===== src/design/mfr_pkg.sv =====
`timescale 1ns / 1ps
`default_nettype none
package mfr_pkg;

	localparam int BAND_ROWS   = 8;
	localparam int QUEUE_DEPTH = 2;

	typedef logic signed [9:0]  coord_t;
	typedef logic signed [11:0] acc_t;

	typedef enum logic [2:0] {
		OP_PIXEL  = 3'd0,
		OP_LINE   = 3'd1,
		OP_CIRCLE = 3'd2,
		OP_CLEAR  = 3'd3,
		OP_READ   = 3'd4,
		OP_FETCH  = 3'd5
	} opcode_t;

	typedef enum logic [2:0] {
		KIND_PIXEL,
		KIND_LINE,
		KIND_CIRCLE,
		KIND_CLEAR,
		KIND_READ,
		KIND_FETCH
	} kind_t;

	typedef enum logic [2:0] {
		ST_SWEEP,
		ST_IDLE,
		ST_PLOT,
		ST_WRITE,
		ST_READ
	} state_t;

	typedef struct packed {
		logic [2:0] opcode;
		logic [7:0] x_start;
		logic [7:0] y_start;
		logic [7:0] x_end;
		logic [7:0] y_end;
		logic [6:0] radius;
		logic       color;
	} cmd_t;

	typedef struct packed {
		logic [7:0] byte_value;
		logic [6:0] dirty_left;
		logic [6:0] dirty_right;
		logic [5:0] dirty_top;
		logic [5:0] dirty_bottom;
	} rsp_t;

	typedef struct packed {
		kind_t kind;
		cmd_t  cmd;
	} entry_t;

endpackage
`default_nettype wire


===== src/design/mfr_fifo.sv =====
`timescale 1ns / 1ps
`default_nettype none
module mfr_fifo (
	input  wire logic             clk,
	input  wire logic             arst_n,
	input  wire logic             push,
	input  wire mfr_pkg::entry_t  push_entry,
	output logic                  full,
	input  wire logic             pop,
	output logic                  valid,
	output mfr_pkg::entry_t       head
);

	localparam int PW = $clog2(mfr_pkg::QUEUE_DEPTH);

	mfr_pkg::entry_t mem_q [mfr_pkg::QUEUE_DEPTH];
	logic [PW-1:0] wr_ptr_q;
	logic [PW-1:0] rd_ptr_q;
	logic [PW:0]   count_q;

	assign full  = count_q == (PW+1)'(mfr_pkg::QUEUE_DEPTH);
	assign valid = count_q != '0;
	assign head  = mem_q[rd_ptr_q];

	always_ff @(posedge clk or negedge arst_n) begin
		if (!arst_n) begin
			wr_ptr_q <= '0;
			rd_ptr_q <= '0;
			count_q  <= '0;
		end else begin
			if (push) wr_ptr_q <= wr_ptr_q + 1'b1;
			if (pop) rd_ptr_q <= rd_ptr_q + 1'b1;
			if (push && !pop) count_q <= count_q + 1'b1;
			else if (pop && !push) count_q <= count_q - 1'b1;
		end
	end

	always_ff @(posedge clk) begin
		if (push) mem_q[wr_ptr_q] <= push_entry;
	end

endmodule
`default_nettype wire


===== config.mk =====
export PLATFORM = sky130hd
export DESIGN_NAME = mfr_fifo
export DESIGN_NICKNAME = d
export VERILOG_FILES = /design/src/design/mfr_pkg.sv /design/src/design/mfr_fifo.sv
export SDC_FILE = /design/constraint.sdc
export NUM_CORES = 1
export LEC_CHECK = 0
export ABC_CLOCK_PERIOD_IN_PS = 8400
export BUFFER_PORTS_ARGS = -buffer_cell sky130_fd_sc_hd__buf_2
export CORE_MARGIN = 2
export CORE_UTILIZATION = 44
export CTS_CLUSTER_SIZE = 10
export DETAILED_ROUTE_END_ITERATION = 10
export HOLD_SLACK_MARGIN = 0.05
export PLACE_DENSITY = 0.68
export SKIP_LAST_GASP = 1
export SYNTH_ARGS = -nofsm -noshare
export SYNTH_HDL_FRONTEND = slang
export SYNTH_SLANG_ARGS = --single-unit

===== constraint.sdc =====
create_clock -name clk -period 8.4 [get_ports clk]
set_input_delay 1.26 -clock clk [delete_from_list [all_inputs] [get_ports clk]]
set_output_delay 1.26 -clock clk [all_outputs]
set_load 0.02 [all_outputs]

==> impl_results.md, run 1 <==
- Outcome: finished, final reports clean
- Overflow left after global routing: 0
- Starting utilization of the core area: 44.9%
- Share of layout cells above drive strength 1: just over 60%
- Most frequently used cell type in the post-synthesis netlist: edfxtp_1
- Length of routed met3 wiring: slightly above 500 µm
- Yosys warning count: 0
- Hold Crit Start: count_q[1]
- CP Cell Sequence: buf_4 > mux2_2 > buf_2
- Site row count: 33
- Critical path data arrival time: between 1.5 and 2 ns
- Endpoints failing setup: 0
- Footprint of the multi-input gates: 724 µm²
- Worst Path Max Fanout: 47
- Layout-stage area growth over the synthesis result: 22.3%
- Flop and latch count out of synthesis: 96
- Cell family contributing the most delay on the critical path: buffers and inverters
- Max Cap Violations: 0
- CTS-repair resized insts: 0
- Fin Clk Skew: a little over 0.008 ns
- Mean instance size in the synthesized netlist: around 23 µm²
- Required time of the worst setup path: just over 7 ns
- Worst setup path endpoint: head[22]
- CTS tree: yes
- Final clock period utilization by the worst path: a little under two fifths
- Area share of xor/xnor cells in the synthesized design: 1.21%
- Async set-reset flop share out of synthesis: between 4 and 5%
- Wirelength, routed: 5700 µm
- Shortest period the worst path allows: 3.15 ns
- Sum of net half-perimeters after detailed placement: between 3000 and 4000 µm
- Die outline area: about 9000 µm²
- Share of the synthesized area in compound gates (AO/OA/AOI/OAI): 0%
- Reported leakage power: approximately 1.8 nW
- Register area: 2860 µm²
- Final setup TNS: 0 ns
- CP Capture Type: primary output
- Count of port buffers added during placement: 97
- Number of nets produced by synthesis: 210
- Slowest cell on the critical path: buf_4
- Vias: ~1,800
- Worst supply voltage drop on vdd: 0.177 mV
- Maximum operating frequency: roughly 320 MHz
- Number of DRC violations after detailed routing: 0
- Worst reg-to-reg path cell count: 1
- Post-CTS Repair Setup Buffers: 0
- Detailed-router iteration count before antenna repair: 4
- Final instance area: 4440 µm²
- X dimension of the die: around 95 µm
- WP depth: 3
- Gpl congestion: 0.618
- First-pass GRT wire length: approximately 8500 µm
- Post-synth top cells: edfxtp_1 (92), mux2_4 (30), mux2_2 (16)
- CTS root buffer: clkbuf_8
- Leading post-synthesis cells by cell area: edfxtp_1 (76%), mux2_4 (12%), mux2_2 (5.0%), dfrtp_1 (2.8%), buf_6 (1.2%)
- Vertical die dimension: 94.9 µm
- Pin slew with the least headroom to its limit: between 1 and 1.5 ns
- Number of nets with antenna violations after routing: 0
- Via count of the first global-routing pass: ~1,800
- Met1 WL: roughly 2400 µm
- Number of standard cells after synthesis: roughly 160
- Number of hold violations in the final report: 0
- Hold bufs inserted after CTS: 0
- Number of enable-type register cells in the synthesized netlist: 92
- Area share of the leading cell type in the synthesized netlist: between 70% and 80%
- Uppermost signal routing layer after detailed routing: met4
- Initial antenna violation count: 0
- Post-Synth Simple-Gate Area: less than 1%
- Violation count after the first detailed-route iteration: 55
- Worst skew pair latency: 0.34 ns
- Setup slack of the worst register-to-register path: approximately 6.7 ns
- Unrepaired setup endpoints after global routing: no
- Largest family of logic cells by synthesized area: multiplexers
- Final net count: 315
- I/O pins: just under 100
- Tightest Hold Check Type: register to register
- Clk sink count: between 90 and 100
- Fillcell total: between 600 and 700
- Total cell area at the placement stage: approximately 4200 µm²
- Post-detailed-route via-to-cell ratio: ~4.7
- Total global routing track utilization: roughly 13%
- # H-tree levels: 3
- Worst r2r dst: mem_q[1][26]
- Syn Std Cell Area: between 3000 and 4000 µm²
- Power density relative to cell area: between 300 and 400 nW/µm²
- Max_slew headroom: 25.5%
- Kind of launch point of the worst setup path: register
- Origin of the worst setup path: rd_ptr_q
- Adder-cell area share of the yosys netlist: 0.344%
- Most area-hungry cell type in the Yosys netlist: edfxtp_1
- Stage delay of the slowest cell on the critical path: 0.62 ns
- WL met2: 2740 µm
- Buffer and inverter count on the worst path: 2
- Post-synthesis mux area share: roughly 17%
- Number of antenna diodes: 0
- Final routed wire length divided by cell count: 15.2 µm
- Final slew viol count: 0
- Commonest register cell after synthesis: edfxtp_1
- Core region area: about 8000 µm²
- Share of the yosys chip area belonging to registers: between 70 and 80%
- Clock Path Buffers: 2
- Post-synthesis cell type count: 14
- Number of buffers created by CTS: 9
- Worst-path clk slew: approximately 0.08 ns
- Largest net degree at the start of global routing: 48
- Origin of the critical flop-to-flop path: wr_ptr_q
- WS Path Type: register to primary output
logic make-up (layout without fill, tap and decap cells):
| family | count (synthesis) | count (layout) |
|---|---|---|
| adders and majority gates | 1 | 1 |
| DFF | 96 | 96 |
| xor gates and xnor gates | 5 | 5 |
| muxes | 46 | 46 |
| and+or+nand+nor | 5 | 5 |
| buffers and inverters | 6 | 116 |
routing by layer:
metal | vias up | GRT usage [%]
met5 | - | 0
met4 | 0 | 5.07
met3 | 5 | 5.11
met2 | 73 | 20.5
met1 | 850 | 15.0
li1 | 826 | -
power breakdown:
part | leakage, nW | switching, W | total, W | internal [W]
clock network | 0.0991 | 0.000150 | 0.000319 | 0.000169
logic | 0.751 | 0.000301 | 0.000529 | 0.000228
registers | 0.909 | 0.0000263 | 0.000664 | 0.000637
cells in the final DEF (no fill, tap or decap):
cell        instances
edfxtp_1           92
buf_2              97
clkbuf_8            9
nor2b_4             1
bufinv_16           2
inv_1               1
clkbuf_1            1
nor2_1              1
and2_2              1
clkinvlp_4          3
dfrtp_2             1
xnor2_1             1
nor2b_1             1
dfrtp_1             3
xor2_1              4
mux2_2             16
inv_6               1
or2_2               1
mux2_4             30
ha_1                1
buf_4               2
through the flow:
step           std cells  hold WS, ns  utilization [%]  power, W  setup WS, ns
2_1_floorplan        159        0.447                -   0.00108          4.64
3_3_place_gp         358        0.465             52.2   0.00121          5.59
3_5_place_dp         358        0.470             52.2   0.00121          5.59
4_1_cts              374        0.486             54.9   0.00153          5.20
5_1_grt              374        0.506             54.9   0.00158          5.13
6_report             374        0.490             54.9   0.00151          5.25
flip-flops by register name (all words and copies together), names as in the netlist:
signal    cells
wr_ptr_q      1
count_q       2
mem_q        92
rd_ptr_q      1
how the worst min path moves through the flow:
stage                 end  slack, ns  depth (start not counted)
2_1_floorplan  count_q[1]       0.45                          1
3_3_place_gp   count_q[1]       0.47                          1
3_5_place_dp   count_q[1]       0.47                          1
4_1_cts        count_q[1]       0.49                          1
5_1_grt        count_q[1]       0.51                          1
6_report       count_q[1]       0.49                          1
cell type report:
type                    instances  area share (%)
flip-flops and latches         96            64.5
multi-input cells              57            16.3
repair buffers                 99            11.3
well taps                     105            2.96
clock buffers                  10            2.87
clock inverters                 6            2.06
inverters                       1          0.0845
Power figures use the tool's default switching activity.
==> run 2, diff against run 1 <==
--- a/config.mk
+++ b/config.mk
@@ -5,14 +5,15 @@
 export SDC_FILE = /design/constraint.sdc
 export NUM_CORES = 1
 export LEC_CHECK = 0
-export ABC_CLOCK_PERIOD_IN_PS = 8400
+export ABC_AREA = 1
+export ABC_CLOCK_PERIOD_IN_PS = 2650
 export BUFFER_PORTS_ARGS = -buffer_cell sky130_fd_sc_hd__buf_2
 export CORE_MARGIN = 2
 export CORE_UTILIZATION = 44
 export CTS_CLUSTER_SIZE = 10
 export DETAILED_ROUTE_END_ITERATION = 10
 export HOLD_SLACK_MARGIN = 0.05
-export PLACE_DENSITY = 0.68
+export PLACE_DENSITY = 0.7
 export SKIP_LAST_GASP = 1
 export SYNTH_ARGS = -nofsm -noshare
 export SYNTH_HDL_FRONTEND = slang
==> constraint.sdc (replaced) <==
create_clock -name clk -period 2.65 [get_ports clk]
set_input_delay 0.3975 -clock clk [delete_from_list [all_inputs] [get_ports clk]]
set_output_delay 0.3975 -clock clk [all_outputs]
set_load 0.02 [all_outputs]
==> run 2 against run 1 <==
  * Cell count is 3.2% higher
  * Clock power rose to 2.9 times the previous value
  * Sequential cell count is the same
  * Sequential power grew to 3.2 times the previous value
  * Area after synthesis is 0.48% higher
==> impl_results.md, run 2 <==
- Outcome: finished, final reports clean (unchanged)
- Number of nets produced by synthesis: 219 (was 210)
- Hold EP: mem_q[1][8] (was count_q[1])
- Wirelength, routed: 5580 µm (was 5700 µm)
- Worst supply voltage drop on vdd: 0.512 mV (was 0.177 mV)
- Site row count: 33 (unchanged)
- Post-detailed-route via-to-cell ratio: 4.64 (was 4.69)
- CTS tree: yes (unchanged)
- Tightest Hold Check Type: primary input to register (was register to register)
- Final-layout worst hold slack: 0.237 ns (was 0.490 ns)
- Worst reg-to-reg path cell count: 3 (was 1)
- Share of layout cells above drive strength 1: 59.1% (was 61.0%)
- Leading post-synthesis cells by cell area: edfxtp_1 (76%), mux2_4 (12%), mux2_2 (4.9%), dfrtp_1 (2.7%), buf_6 (1.2%) (was edfxtp_1 (76%), mux2_4 (12%), mux2_2 (5.0%), dfrtp_1 (2.8%), buf_6 (1.2%))
- Final slew viol count: 0 (unchanged)
- Share of the yosys chip area belonging to registers: 78.4% (was 78.8%)
- Max Cap Violations: 0 (unchanged)
- Sum of net half-perimeters after detailed placement: 3630 µm (was 3690 µm)
- Number of hold violations in the final report: 0 (unchanged)
- Yosys warning count: 0 (unchanged)
- Number of standard cells after synthesis: 168 (was 159)
- Required time of the worst setup path: 2.25 ns (was 7.14 ns)
- Via count of the first global-routing pass: 1,743 (was 1,836)
- Reported leakage power: 1.81 nW (was 1.76 nW)
- CTS-repair resized insts: 0 (unchanged)
- Mean instance size in the synthesized netlist: 21.7 µm² (was 22.8 µm²)
- Number of enable-type register cells in the synthesized netlist: 92 (unchanged)
- Initial antenna violation count: 0 (unchanged)
- Final net count: 327 (was 315)
- Overflow left after global routing: 0 (unchanged)
- Number of DRC violations after detailed routing: 0 (unchanged)
- # H-tree levels: 3 (unchanged)
- Setup slack of the worst register-to-register path: 1.17 ns (was 6.65 ns)
- Origin of the critical flop-to-flop path: wr_ptr_q (unchanged)
- Power density relative to cell area: 1050 nW/µm² (was 340 nW/µm²)
- I/O pins: 98 (unchanged)
- Final clock period utilization by the worst path: between 70% and 80%
- Core region area: 8130 µm² (was 8090 µm²)
- Post-synthesis cell type count: 14 (unchanged)
- Worst r2r dst: mem_q[1][25] (was mem_q[1][26])
- Number of nets with antenna violations after routing: 0 (unchanged)
- Syn Std Cell Area: 3650 µm² (was 3630 µm²)
- Vertical die dimension: 95.1 µm (was 94.9 µm)
- WS Path Type: register to primary output (unchanged)
- Number of buffers created by CTS: 9 (unchanged)
- First-pass GRT wire length: 8300 µm (was 8470 µm)
- Most common cell after layout, fill and taps aside: buf_2 (unchanged)
- Clock Path Buffers: 2 (unchanged)
- Kind of launch point of the worst setup path: register (unchanged)
- Cell count of the worst hold path: 1 (unchanged)
- Final setup TNS: 0 ns (unchanged)
- Worst-path clk slew: 0.09 ns (was 0.08 ns)
- Max_slew headroom: 65.2% (was 25.5%)
- Power consumption: 0.00472 W (was 0.00151 W)
- Clk sink count: 96 (unchanged)
- Endpoints failing setup: 0 (unchanged)
- X dimension of the die: 95.1 µm (was 94.9 µm)
- Detailed-router iteration count before antenna repair: 4 (unchanged)
- Shortest period the worst path allows: between 1.5 and 2 ns
- Largest net degree at the start of global routing: 48 (unchanged)
- Layout-stage area growth over the synthesis result: 22.9% (was 22.3%)
- Largest register FFs: 92 (unchanged)
- Most frequently used cell type in the post-synthesis netlist: edfxtp_1 (unchanged)
- Violation count after the first detailed-route iteration: 36 (was 55)
- Fin Clk Skew: 0.00806 ns (was 0.00823 ns)
- Unrepaired setup endpoints after global routing: no (unchanged)
- Register ranked first by flip-flop count: mem_q (unchanged)
- Gpl congestion: 0.642 (was 0.618)
- Commonest register cell after synthesis: edfxtp_1 (unchanged)
- Most area-hungry cell type in the Yosys netlist: edfxtp_1 (unchanged)
- Pin slew with the least headroom to its limit: 0.521 ns (was 1.12 ns)
- Die outline area: 9040 µm² (was 9000 µm²)
- Total global routing track utilization: 12.8% (was 12.6%)
- Area share of the leading cell type in the synthesized netlist: 75.7% (was 76.1%)
- Number of antenna diodes: 0 (unchanged)
- Total instance count after detailed placement: 369 (was 358)
- Critical path data arrival time: 1.59 ns (was 1.89 ns)
- Registers with the most flip-flops: mem_q (92), count_q (2) (unchanged)
- Count of port buffers added during placement: 97 (unchanged)
- Maximum operating frequency: slightly above 500 MHz
- Starting utilization of the core area: 44.9% (about the same)
- Final routed wire length divided by cell count: 14.5 µm (was 15.2 µm)
- Worst Path Max Fanout: 47 (unchanged)
- CP Capture Type: primary output (unchanged)
- Post-synth top cells: edfxtp_1 (92), mux2_4 (30), mux2_2 (16) (unchanged)
- Async set-reset flop share out of synthesis: 4.17% (unchanged)
- Worst skew pair latency: 0.34 ns (about the same)
- CTS root buffer: clkbuf_8 (unchanged)
- Vias: 1,790 (was 1,754)
- Layout Cells excl Fill: 386 (was 374)
- Flop and latch count out of synthesis: 96 (unchanged)
- Most frequent cells in the layout: buf_2 (97), edfxtp_1 (92), mux2_4 (30) (unchanged)
- Hold Crit Start: push_entry[8] (was count_q[1])
## run 2: cell count changes in the layout (fill, tap and decap cells not counted), moves of 2 or more
| cell | change |
|---|---|
| clkinv_2 | +2 |
| buf_12 | +2 |
| xor2_1 | -2 |
| nand2_1 | +6 |
| clkinv_4 | +2 |
| inv_1 | +5 |
## run 2: power by group
group	switching, W	internal (W)	total [W]
Sequential	0.0000857	0.00202	0.00210
Combinational	0.000958	0.000753	0.00171
Clock	0.000475	0.000436	0.000910
Total	0.00152	0.00320	0.00472
## run 2: worst max-delay path by stage
stage | start | endpoint | slack, ns | depth (start not counted)
after detailed placement | push | mem_q[1][25] | 1.03 | 4
after CTS | rd_ptr_q | head[26] | 0.64 | 3
after global routing | rd_ptr_q | head[26] | 0.60 | 3
after global placement | rd_ptr_q | head[32] | 1.04 | 3
after floorplan | wr_ptr_q | mem_q[0][0] | 0.62 | 1
final | rd_ptr_q | head[30] | 0.66 | 3
## run 2: critical path, cell delays in order, from the launching register on
cell     delay [ns]
dfrtp_2        0.38
buf_12         0.28
mux2_2         0.38
buf_2          0.16
## run 2: timing repair
item	in CTS	in global routing
buffers inserted	0	0
hold endpoints to repair	4	0
hold buffers	1	0
endpoints found under the setup margin	0	0
## run 2: per-stage QoR
stage | utilization, % | area, µm² | worst slack [ns]
after floorplan | - | 3650 | 0.617
after global placement | 52.6 | 4280 | 1.04
final | 55.2 | 4490 | 0.664
after detailed placement | 52.6 | 4280 | 1.03
after global routing | 55.2 | 4490 | 0.603
after CTS | 55.2 | 4490 | 0.644
## run 2: layer usage
layer  vias up  global-route usage (%)  wire length (µm)  share of wire (%)
met5         -                       0                 0                  0
met4         0                    6.16                64                1.1
met3         5                    4.03               356                6.4
met2        63                    21.5              2890                 52
met1       864                    14.8              2270                 41
li1        858                       -                 -                  -
## run 2: logic make-up (layout without fill, tap and decap cells)
logic type               after synthesis  after routing  share of synthesized area [%]
XOR/XNOR                               3              3                          0.720
adder cells (fa/ha/maj)                1              1                          0.343
buffers and inverters                 12            125                           2.09
multiplexers                          46             46                           17.3
AND/OR/NAND/NOR                       10             10                           1.13
flip-flops                            96             96                           78.4
## run 2: layout make-up
type / count / area, µm²
Multi-Input combinational cell: 60 / 718
Clock inverter: 7 / 72.6
Fill cell: 662 / 3650
Inverter: 7 / 26.3
Clock buffer: 9 / 124
Sequential cell: 96 / 2860
Tap cell: 105 / 131
Timing Repair Buffer: 102 / 551
